$ cat config.mk
export PLATFORM = sky130hd
export DESIGN_NAME = multi_channel_bounded_fifo
export DESIGN_NICKNAME = d
export VERILOG_FILES = /design/src/design/mcbf_pkg.sv /design/src/design/multi_channel_bounded_fifo.sv
export SDC_FILE = /design/constraint.sdc
export NUM_CORES = 2
export LEC_CHECK = 0
export CAP_MARGIN = 20
export CORE_ASPECT_RATIO = 1.5
export CORE_MARGIN = 2
export CORE_UTILIZATION = 25
export DETAILED_ROUTE_END_ITERATION = 12
export DONT_BUFFER_PORTS = 1
export SKIP_CTS_REPAIR_TIMING = 1
export SLEW_MARGIN = 10
export SYNTH_ARGS = -nofsm -noshare
export SYNTH_HDL_FRONTEND = slang
export SYNTH_MEMORY_MAX_BITS = 65536
export SYNTH_SLANG_ARGS = --single-unit
$ cat constraint.sdc
create_clock -name clock -period 6.5 [get_ports clock]
set_input_delay 1.3 -clock clock [delete_from_list [all_inputs] [get_ports clock]]
set_output_delay 1.3 -clock clock [all_outputs]
set_load 0.05 [all_outputs]
$ cat src/design/mcbf_pkg.sv
// shared types and constants for the multi-channel bounded fifo
package mcbf_pkg;

   // default sizing
   localparam int NUM_CHANNELS_DEF = 8;
   localparam int CHAN_DEPTH_DEF   = 16;
   localparam int DATA_WIDTH_DEF   = 32;

   // fixed widths of the transaction fields
   localparam int REQ_W       = 3;
   localparam int IDX_W       = 4;
   localparam int DATA_PORT_W = 32;
   localparam int CAP_W       = 5;
   localparam int OPENED_W    = 3;

   typedef enum logic [REQ_W-1:0] {
      REQ_OPEN    = 3'd0,
      REQ_CLOSE   = 3'd1,
      REQ_SEND    = 3'd2,
      REQ_RECV    = 3'd3,
      REQ_BCAST   = 3'd4
   } req_code_type;

   typedef enum logic [1:0] {
      STATUS_OK           = 2'd0,
      STATUS_NO_CHANNEL   = 2'd1,
      STATUS_WOULD_BLOCK  = 2'd2,
      STATUS_NO_FREE_SLOT = 2'd3
   } status_type;

   typedef enum logic [3:0] {
      S_IDLE,
      S_DISPATCH,
      S_OPEN_SCAN,
      S_SEND_WR,
      S_RECV_POP,
      S_RECV_DATA,
      S_BC_RD,
      S_BC_CHK,
      S_BW_RD,
      S_BW_WR,
      S_DONE
   } state_type;

endpackage

$ cat src/design/multi_channel_bounded_fifo.sv
// multi-channel bounded fifo: channel table, shared message store and request sequencer
//
// A table of NUM_CHANNELS message channels, each a fifo of words with its own
// capacity limit, kept in one shared message store (one region of CHAN_DEPTH
// words per slot) and one per-slot context memory (limit, head, count). Each
// request transaction (open, close, send, receive, broadcast) gives exactly one
// response transaction. The block works on one transaction at a time under a
// small sequencer; req_stall is high from acceptance until the response is
// loaded into the output register, and a finished response may wait there
// while the next request is accepted. Receive does a context read, then a
// store read (no store read when the channel is empty); open makes a downward
// scan of the slot-open bits for the highest free slot; broadcast makes a
// check pass and a write pass over the slots in use, each step a registered
// context read then an update. The message store has no reset: a word is only
// ever read after it was written, and the context of a slot is only read while
// the slot is open, which open always initializes.
module multi_channel_bounded_fifo #(
   parameter int NUM_CHANNELS = mcbf_pkg::NUM_CHANNELS_DEF,
   parameter int CHAN_DEPTH   = mcbf_pkg::CHAN_DEPTH_DEF,
   parameter int DATA_WIDTH   = mcbf_pkg::DATA_WIDTH_DEF
) (
   input  logic                             clock,
   input  logic                             reset,
   // request channel
   input  logic                             req_valid,
   output logic                             req_stall,
   input  logic [mcbf_pkg::REQ_W-1:0]       req_type,
   input  logic [mcbf_pkg::IDX_W-1:0]       req_chan_index,
   input  logic [mcbf_pkg::DATA_PORT_W-1:0] req_send_data,
   input  logic [mcbf_pkg::CAP_W-1:0]       req_capacity_limit,
   // response channel
   output logic                             rsp_valid,
   input  logic                             rsp_stall,
   output logic [1:0]                       rsp_status,
   output logic [mcbf_pkg::DATA_PORT_W-1:0] rsp_recv_data,
   output logic [mcbf_pkg::OPENED_W-1:0]    rsp_opened_index
);

   // derived sizes
   localparam int CH_W      = (NUM_CHANNELS > 1) ? $clog2(NUM_CHANNELS) : 1;
   localparam int SLOTS_W   = $clog2(NUM_CHANNELS + 1);
   localparam int HEAD_W    = (CHAN_DEPTH > 1) ? $clog2(CHAN_DEPTH) : 1;
   localparam int CNT_W     = $clog2(CHAN_DEPTH + 1);
   localparam int SUM_W     = CNT_W + 1;
   localparam int CTX_W     = CNT_W + HEAD_W + CNT_W;
   localparam int MSG_AW    = CH_W + HEAD_W;
   localparam int MSG_DEPTH = NUM_CHANNELS * (2 ** HEAD_W);

   // sequencer state
   mcbf_pkg::state_type state_ff, state_in;

   // captured request
   logic [mcbf_pkg::REQ_W-1:0]       req_code_ff, req_code_in;
   logic [CH_W-1:0]                  slot_ff, slot_in;
   logic                             chan_ok_ff, chan_ok_in;
   logic [mcbf_pkg::DATA_PORT_W-1:0] data_ff, data_in;
   logic [CNT_W-1:0]                 limit_ff, limit_in;

   // scan pointer and broadcast flag
   logic [SLOTS_W-1:0] scan_ff, scan_in;
   logic               any_ff, any_in;

   // channel table
   logic [SLOTS_W-1:0]      slots_in_use_ff, slots_in_use_in;
   logic [NUM_CHANNELS-1:0] slot_open_ff, slot_open_in;

   // staged result
   mcbf_pkg::status_type             res_status_ff, res_status_in;
   logic [mcbf_pkg::DATA_PORT_W-1:0] res_data_ff, res_data_in;
   logic [mcbf_pkg::OPENED_W-1:0]    res_opened_ff, res_opened_in;

   // output register
   logic                             rsp_valid_ff, rsp_valid_in;
   logic [1:0]                       rsp_status_ff, rsp_status_in;
   logic [mcbf_pkg::DATA_PORT_W-1:0] rsp_data_ff, rsp_data_in;
   logic [mcbf_pkg::OPENED_W-1:0]    rsp_opened_ff, rsp_opened_in;

   // per-slot context memory {limit, head, count}
   logic [CTX_W-1:0] ctx_mem [NUM_CHANNELS];
   logic [CTX_W-1:0] ctx_rdata_ff;
   logic             ctx_we;
   logic [CH_W-1:0]  ctx_waddr;
   logic [CTX_W-1:0] ctx_wdata;
   logic [CH_W-1:0]  ctx_raddr;

   // shared message store
   logic [DATA_WIDTH-1:0] msg_mem [MSG_DEPTH];
   logic [DATA_WIDTH-1:0] msg_rdata_ff;
   logic                  msg_we;
   logic [MSG_AW-1:0]     msg_waddr;
   logic [DATA_WIDTH-1:0] msg_wdata;
   logic [MSG_AW-1:0]     msg_raddr;

   // decode helpers
   logic [31:0]        idx_wide;
   logic [CNT_W-1:0]   rd_limit;
   logic [HEAD_W-1:0]  rd_head;
   logic [CNT_W-1:0]   rd_count;
   logic [SUM_W-1:0]   pos_sum;
   logic [SUM_W-1:0]   head_sum;
   logic [HEAD_W-1:0]  push_pos;
   logic [HEAD_W-1:0]  head_next;
   logic               ch_full;
   logic               usable;
   logic [CH_W-1:0]    scan_idx;
   logic [SLOTS_W-1:0] scan_dec;
   logic [CH_W-1:0]    pick;
   logic               bc_phase;
   logic [CH_W-1:0]    cur_slot;
   logic               rsp_load;

   assign req_stall        = (state_ff != mcbf_pkg::S_IDLE);
   assign rsp_valid        = rsp_valid_ff;
   assign rsp_status       = rsp_status_ff;
   assign rsp_recv_data    = rsp_data_ff;
   assign rsp_opened_index = rsp_opened_ff;

   // context fields from the registered read
   assign rd_limit = ctx_rdata_ff[CTX_W-1 -: CNT_W];
   assign rd_head  = ctx_rdata_ff[CNT_W +: HEAD_W];
   assign rd_count = ctx_rdata_ff[CNT_W-1:0];
   assign ch_full  = (rd_count >= rd_limit);

   // wrap arithmetic: sums stay below twice the depth, so one compare-subtract
   assign pos_sum   = SUM_W'(rd_head) + SUM_W'(rd_count);
   assign push_pos  = (pos_sum >= SUM_W'(CHAN_DEPTH)) ?
                      HEAD_W'(pos_sum - SUM_W'(CHAN_DEPTH)) : HEAD_W'(pos_sum);
   assign head_sum  = SUM_W'(rd_head) + SUM_W'(1);
   assign head_next = (head_sum >= SUM_W'(CHAN_DEPTH)) ?
                      HEAD_W'(head_sum - SUM_W'(CHAN_DEPTH)) : HEAD_W'(head_sum);

   assign idx_wide = 32'(req_chan_index);
   assign usable   = chan_ok_ff && (SLOTS_W'(slot_ff) < slots_in_use_ff) &&
                     slot_open_ff[slot_ff];

   assign scan_idx = scan_ff[CH_W-1:0];
   assign scan_dec = scan_ff - SLOTS_W'(1);
   // open: highest free slot below the table length, else append
   assign pick     = (scan_ff == '0) ? slots_in_use_ff[CH_W-1:0] : scan_dec[CH_W-1:0];

   assign bc_phase = (state_ff == mcbf_pkg::S_BC_RD) || (state_ff == mcbf_pkg::S_BC_CHK) ||
                     (state_ff == mcbf_pkg::S_BW_RD) || (state_ff == mcbf_pkg::S_BW_WR);
   assign cur_slot = bc_phase ? scan_idx : slot_ff;

   // memory ports
   assign ctx_raddr = cur_slot;
   assign msg_waddr = {cur_slot, push_pos};
   assign msg_raddr = {slot_ff, rd_head};
   assign msg_wdata = DATA_WIDTH'(data_ff);

   // output register takes the staged result once the previous one is gone
   assign rsp_load = (state_ff == mcbf_pkg::S_DONE) && (!rsp_valid_ff || !rsp_stall);

   always_comb begin
      state_in        = state_ff;
      req_code_in     = req_code_ff;
      slot_in         = slot_ff;
      chan_ok_in      = chan_ok_ff;
      data_in         = data_ff;
      limit_in        = limit_ff;
      scan_in         = scan_ff;
      any_in          = any_ff;
      slots_in_use_in = slots_in_use_ff;
      slot_open_in    = slot_open_ff;
      res_status_in   = res_status_ff;
      res_data_in     = res_data_ff;
      res_opened_in   = res_opened_ff;
      ctx_we          = 1'b0;
      ctx_waddr       = cur_slot;
      ctx_wdata       = {rd_limit, rd_head, rd_count + CNT_W'(1)};
      msg_we          = 1'b0;

      case (state_ff)
         mcbf_pkg::S_IDLE: begin
            if (req_valid) begin
               req_code_in = req_type;
               chan_ok_in  = (idx_wide < 32'(NUM_CHANNELS));
               slot_in     = idx_wide[CH_W-1:0];
               data_in     = req_send_data;
               // saturate the requested capacity at the region size
               limit_in    = (32'(req_capacity_limit) > 32'(CHAN_DEPTH)) ?
                             CNT_W'(CHAN_DEPTH) : CNT_W'(req_capacity_limit);
               state_in    = mcbf_pkg::S_DISPATCH;
            end
         end

         mcbf_pkg::S_DISPATCH: begin
            res_status_in = mcbf_pkg::STATUS_NO_CHANNEL;
            res_data_in   = '0;
            res_opened_in = '0;
            state_in      = mcbf_pkg::S_DONE;
            case (req_code_ff)
               mcbf_pkg::REQ_OPEN: begin
                  scan_in  = slots_in_use_ff;
                  state_in = mcbf_pkg::S_OPEN_SCAN;
               end
               mcbf_pkg::REQ_CLOSE: begin
                  if (usable) begin
                     slot_open_in[slot_ff] = 1'b0;
                     res_status_in         = mcbf_pkg::STATUS_OK;
                  end
               end
               mcbf_pkg::REQ_SEND: begin
                  if (usable) begin
                     state_in = mcbf_pkg::S_SEND_WR;
                  end
               end
               mcbf_pkg::REQ_RECV: begin
                  if (usable) begin
                     state_in = mcbf_pkg::S_RECV_POP;
                  end
               end
               mcbf_pkg::REQ_BCAST: begin
                  scan_in  = '0;
                  any_in   = 1'b0;
                  state_in = mcbf_pkg::S_BC_RD;
               end
               default: begin
                  state_in = mcbf_pkg::S_DONE;
               end
            endcase
         end

         mcbf_pkg::S_OPEN_SCAN: begin
            if ((scan_ff != '0) && slot_open_ff[scan_dec[CH_W-1:0]]) begin
               scan_in = scan_dec;
            end else if ((scan_ff == '0) &&
                         (slots_in_use_ff >= SLOTS_W'(NUM_CHANNELS))) begin
               res_status_in = mcbf_pkg::STATUS_NO_FREE_SLOT;
               state_in      = mcbf_pkg::S_DONE;
            end else begin
               if (scan_ff == '0) begin
                  slots_in_use_in = slots_in_use_ff + SLOTS_W'(1);
               end
               slot_open_in[pick] = 1'b1;
               ctx_we             = 1'b1;
               ctx_waddr          = pick;
               ctx_wdata          = {limit_ff, HEAD_W'(0), CNT_W'(0)};
               res_status_in      = mcbf_pkg::STATUS_OK;
               res_opened_in      = mcbf_pkg::OPENED_W'(pick);
               state_in           = mcbf_pkg::S_DONE;
            end
         end

         mcbf_pkg::S_SEND_WR: begin
            if (ch_full) begin
               res_status_in = mcbf_pkg::STATUS_WOULD_BLOCK;
            end else begin
               msg_we        = 1'b1;
               ctx_we        = 1'b1;
               res_status_in = mcbf_pkg::STATUS_OK;
            end
            state_in = mcbf_pkg::S_DONE;
         end

         mcbf_pkg::S_RECV_POP: begin
            if (rd_count == '0) begin
               res_status_in = mcbf_pkg::STATUS_WOULD_BLOCK;
               state_in      = mcbf_pkg::S_DONE;
            end else begin
               ctx_we        = 1'b1;
               ctx_wdata     = {rd_limit, head_next, rd_count - CNT_W'(1)};
               res_status_in = mcbf_pkg::STATUS_OK;
               state_in      = mcbf_pkg::S_RECV_DATA;
            end
         end

         mcbf_pkg::S_RECV_DATA: begin
            res_data_in = mcbf_pkg::DATA_PORT_W'(msg_rdata_ff);
            state_in    = mcbf_pkg::S_DONE;
         end

         // broadcast check pass: any open channel full blocks the whole broadcast
         mcbf_pkg::S_BC_RD: begin
            if (scan_ff == slots_in_use_ff) begin
               if (any_ff) begin
                  scan_in  = '0;
                  state_in = mcbf_pkg::S_BW_RD;
               end else begin
                  state_in = mcbf_pkg::S_DONE;
               end
            end else begin
               state_in = mcbf_pkg::S_BC_CHK;
            end
         end

         mcbf_pkg::S_BC_CHK: begin
            if (slot_open_ff[scan_idx] && ch_full) begin
               res_status_in = mcbf_pkg::STATUS_WOULD_BLOCK;
               state_in      = mcbf_pkg::S_DONE;
            end else begin
               if (slot_open_ff[scan_idx]) begin
                  any_in = 1'b1;
               end
               scan_in  = scan_ff + SLOTS_W'(1);
               state_in = mcbf_pkg::S_BC_RD;
            end
         end

         // broadcast write pass
         mcbf_pkg::S_BW_RD: begin
            if (scan_ff == slots_in_use_ff) begin
               res_status_in = mcbf_pkg::STATUS_OK;
               state_in      = mcbf_pkg::S_DONE;
            end else begin
               state_in = mcbf_pkg::S_BW_WR;
            end
         end

         mcbf_pkg::S_BW_WR: begin
            if (slot_open_ff[scan_idx]) begin
               msg_we = 1'b1;
               ctx_we = 1'b1;
            end
            scan_in  = scan_ff + SLOTS_W'(1);
            state_in = mcbf_pkg::S_BW_RD;
         end

         mcbf_pkg::S_DONE: begin
            if (rsp_load) begin
               state_in = mcbf_pkg::S_IDLE;
            end
         end

         default: begin
            state_in = mcbf_pkg::S_IDLE;
         end
      endcase
   end

   // response output register
   always_comb begin
      rsp_valid_in  = rsp_load || (rsp_valid_ff && rsp_stall);
      rsp_status_in = rsp_status_ff;
      rsp_data_in   = rsp_data_ff;
      rsp_opened_in = rsp_opened_ff;
      if (rsp_load) begin
         rsp_status_in = res_status_ff;
         rsp_data_in   = res_data_ff;
         rsp_opened_in = res_opened_ff;
      end
   end

   // control state
   always_ff @(posedge clock) begin
      if (reset) begin
         state_ff        <= mcbf_pkg::S_IDLE;
         slots_in_use_ff <= '0;
         slot_open_ff    <= '0;
         rsp_valid_ff    <= 1'b0;
      end else begin
         state_ff        <= state_in;
         slots_in_use_ff <= slots_in_use_in;
         slot_open_ff    <= slot_open_in;
         rsp_valid_ff    <= rsp_valid_in;
      end
   end

   // payload registers
   always_ff @(posedge clock) begin
      req_code_ff   <= req_code_in;
      slot_ff       <= slot_in;
      chan_ok_ff    <= chan_ok_in;
      data_ff       <= data_in;
      limit_ff      <= limit_in;
      scan_ff       <= scan_in;
      any_ff        <= any_in;
      res_status_ff <= res_status_in;
      res_data_ff   <= res_data_in;
      res_opened_ff <= res_opened_in;
      rsp_status_ff <= rsp_status_in;
      rsp_data_ff   <= rsp_data_in;
      rsp_opened_ff <= rsp_opened_in;
   end

   // context memory, registered read
   always_ff @(posedge clock) begin
      if (ctx_we) begin
         ctx_mem[ctx_waddr] <= ctx_wdata;
      end
      ctx_rdata_ff <= ctx_mem[ctx_raddr];
   end

   // message store, registered read
   always_ff @(posedge clock) begin
      if (msg_we) begin
         msg_mem[msg_waddr] <= msg_wdata;
      end
      msg_rdata_ff <= msg_mem[msg_raddr];
   end

endmodule

# Word level (Yosys, flattened, before mapping)
# Memory sizes are Yosys's and may differ from the RTL's. A register that Yosys moved wholly into a read port is not among the register bits.
# Cells that the tools add are included.
# classes
shifts	0
n_addsub	9
div	0
n_reduce_logical	36
mul	0
muxes	72
magnitude_cmp	13
n_bitwise	5
eq_ne	30
# ops
operator	n
32-bit one-hot mux with 2 select lines	1
4-bit two-way mux	14
4-bit one-hot mux with 10 select lines	1
8-bit two-way mux	4
14-bit two-way mux	2
14-bit one-hot mux with 2 select lines	1
3-bit two-way mux	7
4-bit one-hot mux with 5 select lines	1
1-bit two-way mux	19
4-bit by 3-bit == test with 1-bit output (second input constant)	4
3-bit by 4-bit less-than comparator with 1-bit output (second input constant)	4
2-bit two-way mux	8
2-bit inequality test (second input constant)	8
4-bit one-hot mux with 4 select lines	1
8-bit one-hot mux with 2 select lines	1
4-bit == test (second input constant)	3
2-bit by 1-bit inequality test with 1-bit output (second input constant)	6
2-bit one-hot mux with 6 select lines	1
4-bit AND reduction	3
4-bit by 1-bit subtractor with 4-bit output (second input constant)	3
1-bit binary-select mux with 3-bit select	3
1-bit logical AND	9
9-bit two-way mux	1
4-bit by 1-bit adder with 4-bit output (second input constant)	2
other kinds (42)	58
# totals
mem_count	2
rom_bits	0
elab_cells	184
register_bits	140
input_bits	48
latchBits	0
out_inout_bits	39
ramBits	4208
# mem_list
name	words	width	read_ports	rd_clocked_by_memory_dff	write_ports	line	source
msg_mem	128	32	1	1	1	multi_channel_bounded_fifo.sv:87	logic [DATA_WIDTH-1:0] msg_mem [MSG_DEPTH];
ctx_mem	8	14	1	1	1	multi_channel_bounded_fifo.sv:79	logic [CTX_W-1:0] ctx_mem [NUM_CHANNELS];

# Longest topological paths before layout
# logic_depth
depth_word	10
ltp_mapped	11

# Least setup slack after synthesis
# OpenSTA, ideal clock, no wires.
# synth_timing
kind	reg2reg
startpoint	reg ctx_rdata_ff[6], read port of ctx_mem
endpoint	mem msg_mem[36][0] (netlist bit) (enable)
setup_ps	421
path_stages_with_launch	11
required_ps	6079
path_slack_ps	2163
t_arrival_ps	3915
cell_sequence	dfxtp_1 buf_2 clkbuf_1 buf_2 buf_1 inv_1 fa_1 xnor2_1 nand3_1 buf_6 nor2_1
# synth_between
elab_chain_len	3
elab_cells_between_ends	4
cone_classes	2 x add/sub; 1 x order compare; 1 x mux
# synth_rtl
item	line	source
start, declared	multi_channel_bounded_fifo.sv:80	logic [CTX_W-1:0] ctx_rdata_ff;
4-bit by 5-bit adder with 6-bit output *	multi_channel_bounded_fifo.sv:125	assign pos_sum = SUM_W'(rd_head) + SUM_W'(rd_count);
6-bit by 5-bit greater-or-equal comparator with 1-bit output / 4-bit by 1-bit subtractor with 4-bit output (equally long branches)	multi_channel_bounded_fifo.sv:126, multi_channel_bounded_fifo.sv:127	
4-bit two-way mux *	multi_channel_bounded_fifo.sv:126	assign push_pos = (pos_sum >= SUM_W'(CHAN_DEPTH)) ?
end, declared	multi_channel_bounded_fifo.sv:87	
# Every way passes the cells marked *; elsewhere a longest branch is shown, timed or not.

==> impl_results.md <==
- Yosys warns: 0
- Compound-gate portion of the synthesized area: 0.0303
- GRT Max-Usage Layer: met2
- Die Span X: 667 um
- Slowest library cell on the worst path: nand4_1
- Pre-CTS worst setup slack: 1650 ps
- Die Height: 999 um
- Reg power frac: 0.422
- WHS Path Cells: 0
- Clock power frac: 0.291
- RSZ-0062 raised after global routing: no
- Logic gate share of total power: 0.288
- Max_cap viols: 0
- Vias in the first global route: 81.9k
- Net Count, Synth: 7222
- P_sw: 27.5 mW
- GRT Overall Usage: 0.175
- Core area: 658000 um2
- Netlist cell types: 74
- CTS tree: yes
- DR DRC count: 0
- Final GP Congestion: 1.01
- Crit path max-delay family: simple AND/OR/NAND/NOR gates
- Grt total ovfl: 0
- Critical Path Source Type: flip-flop
- Worst min path class: input pin to flip-flop
- Maximum vdd drop: 0.000285 V
- Largest family of logic cells by synthesized area: multiplexers
- Critical-path cell list: buf_4 -> buf_12 -> mux4_2 -> a22oi_1 -> nand4_1 -> or4_1
- Synthesized area: 165000 um2
- First-pass GRT wire length: 783000 um
- Pwr dens: 423 nW/um2
- Drt initial violations: 14.6k
- Average cell area after synthesis: 23.1 um2
- Via/cell ratio: 5.11
- Worst setup margin: 1320 ps
- # IOs: 87
- Clock Pin Slew Worst Setup and Hold Paths: 70 ps
- Worst slew pin tran: 1490 ps
- Largest net degree at the start of global routing: 131
- Layout Nets: 7670
- Mux contribution to synthesized area: 0.143
- Post-synthesis adder-cell area fraction: 0.00141
- WL final: 598000 um
- Skew-Pair Late Insertion Delay: 1010 ps
- Starting Density: 0.251
- Worst path depth: 6
- Post-synthesis sequential area ratio: 0.796
- WP data arrival: 6050 ps
- Data required, critical path: 7370 ps
- Outcome: finished clean
- GR met1 Demand/Resource: 0.189
- IO Port Bufs: 0
- Routed Antenna Nets: 0
- Cell Rows: 365
- Most frequent cells in the layout: edfxtp_1 (4331), mux4_2 (1028), a22oi_1 (512)
- Max_slew headroom: 0.00606
- Post-synth EDFFs: 4331
- First drt pass iteration count: 6
- Htree depth: 5
- CTS root buffer: clkbuf_16
- Ys flop type: edfxtp_1
- Die Area: 667000 um2
- Fraction of registers with async set/reset: 0
- Setup Skew: 73.5 ps
- Layout cell share with drive strength beyond 1: 0.283
- Max clock buf depth: 4
- Fin. max-slew vios: 0
- Initial antenna violation count: 99
- # clock sinks: 4394
- Post-Synth XOR/XNOR Area: 0.000637
- Fin crit share: 0.797
- Final setup viols: 0
- Sw frac: 0.338
- Int Pwr: 54.0 mW
- CP Class: flip-flop to flip-flop
- Fmax: 193 MHz
- Met2 GRT Util: 0.279
- Element type at the critical path end: flip-flop
- Post-DP HPWL: 389000 um
- Synth-to-Final Area Change: 16.8%
- CP bufs+invs: 2
- Final Hold Vio Count: 0
- Tmin final: 5180 ps
- CP peak stage delay: 980 ps
- Commonest non-fill, non-tap cell in the layout: edfxtp_1
- Num CTS Buffers: 384
- Drt wl/cell: 35.6 um
- R2R depth: 6
- Setup_tns: 0 ps
- LEAKAGE: 57.6 nW
- Met3 Resource Use GR: 0.0440
- Worst Path Max Fanout: 67
- Vias: 85.8k
- Yosys reg bits: 4394
- Post-synthesis instance total: 7156
- Post-Synth Simple-Gate Area: 0.0178
[power by group through the flow]
stage	clock, mW	combinational [mW]	sequential (mW)
2_1_floorplan	0	10.9	35.4
3_3_place_gp	0	22.5	34.9
3_5_place_dp	0	22.8	34.9
4_1_cts	23.9	22.8	34.3
5_1_grt	24.8	23.5	34.4
6_report	23.7	23.4	34.4
[sequential cells by signal (all words and copies together) (netlist names)]
signal,flops
msg_mem,4096
ctx_mem,112
data_ff,32
msg_rdata_ff,32
res_data_ff,32
rsp_recv_data,32
ctx_rdata_ff,14
slot_open_ff,8
limit_ff,5
scan_ff,4
slots_in_use_ff,4
state_ff,4
req_code_ff,3
res_opened_ff,3
rsp_opened_index,3
slot_ff,3
res_status_ff,2
rsp_status,2
any_ff,1
chan_ok_ff,1
rsp_valid,1
[cells by family (layout without fill, tap and decap cells)]
kind of cell               Yosys count  after routing
DFF                               4394           4394
muxes                             1076           1076
AOI/OAI and AO/OA                  662            662
and+or+nand+nor                    580            580
buffers and inverters              414           1166
adders and majority gates           18             18
xor gates and xnor gates            12             12
other                                0             77
[metal layers]
metal / vias to the layer above / routed length (um)
li1: 31780 / -
met1: 46009 / 185000
met2: 6398 / 281000
met3: 1580 / 62100
met4: 24 / 70400
met5: - / 154
[layout make-up]
cell class | count | area (um2)
fill | 63150 | 465000
tap | 8808 | 11000
clock inverter | 241 | 2780
antenna | 77 | 193
clock buffer | 449 | 9970
sequential | 4394 | 131000
timing repair buffer | 449 | 4260
multi-input combinational | 2348 | 33200
inverter | 27 | 101
[per-stage QoR]
step	std cells	hold slack [ps]	total power, mW	area, um2	util
3_3_place_gp	15996	402	57.4	179000	0.273
6_report	16793	385	81.5	193000	0.293
3_5_place_dp	16006	409	57.7	180000	0.273
4_1_cts	16696	341	81.1	192000	0.292
2_1_floorplan	7156	400	46.3	165000	-
5_1_grt	16745	363	82.7	193000	0.293
[cells in the mapped netlist (6+ instances only)]
cell | count | area (um2)
nand2b_1 | 7 | 43.8
mux2i_1 | 47 | 470
nor3_1 | 10 | 50.1
buf_4 | 14 | 105
nand3b_1 | 6 | 45.0
dfxtp_1 | 63 | 1260
and2_1 | 36 | 225
buf_1 | 22 | 82.6
a221oi_1 | 14 | 123
buf_2 | 125 | 626
nor2_1 | 208 | 781
or4_1 | 33 | 248
nand2_1 | 89 | 334
o22ai_1 | 11 | 68.8
o21a_1 | 11 | 82.6
xnor2_1 | 10 | 87.6
o21ai_0 | 23 | 115
a32o_1 | 14 | 140
a22oi_1 | 515 | 3870
edfxtp_1 | 4331 | 130000
ha_1 | 17 | 213
a21oi_1 | 16 | 80.1
o2bb2ai_1 | 8 | 70.1
buf_6 | 8 | 90.1
nor2b_1 | 13 | 81.3
nand4_1 | 130 | 813
inv_1 | 26 | 97.6
nand3_1 | 18 | 90.1
mux4_2 | 1028 | 23200
clkbuf_1 | 218 | 818
[worst reg2reg max path: stages, from the launching register on]
cell	delay [ps]
dfxtp_4	920
buf_4	480
buf_12	510
mux4_2	700
a22oi_1	730
nand4_1	980
or4_1	790
[final timing paths]
| path | from | end | slack (ps) |
|---|---|---|---|
| setup / recovery | ctx_rdata_ff[5] | msg_rdata_ff[22] | 1320 |
| hold / removal | req_send_data[3] | data_ff[3] | 380 |
| setup reg to reg | ctx_rdata_ff[5] | msg_rdata_ff[22] | 1320 |
| hold reg to reg | res_data_ff[8] | rsp_recv_data[8] | 420 |
(Power assumes the default switching activity.)
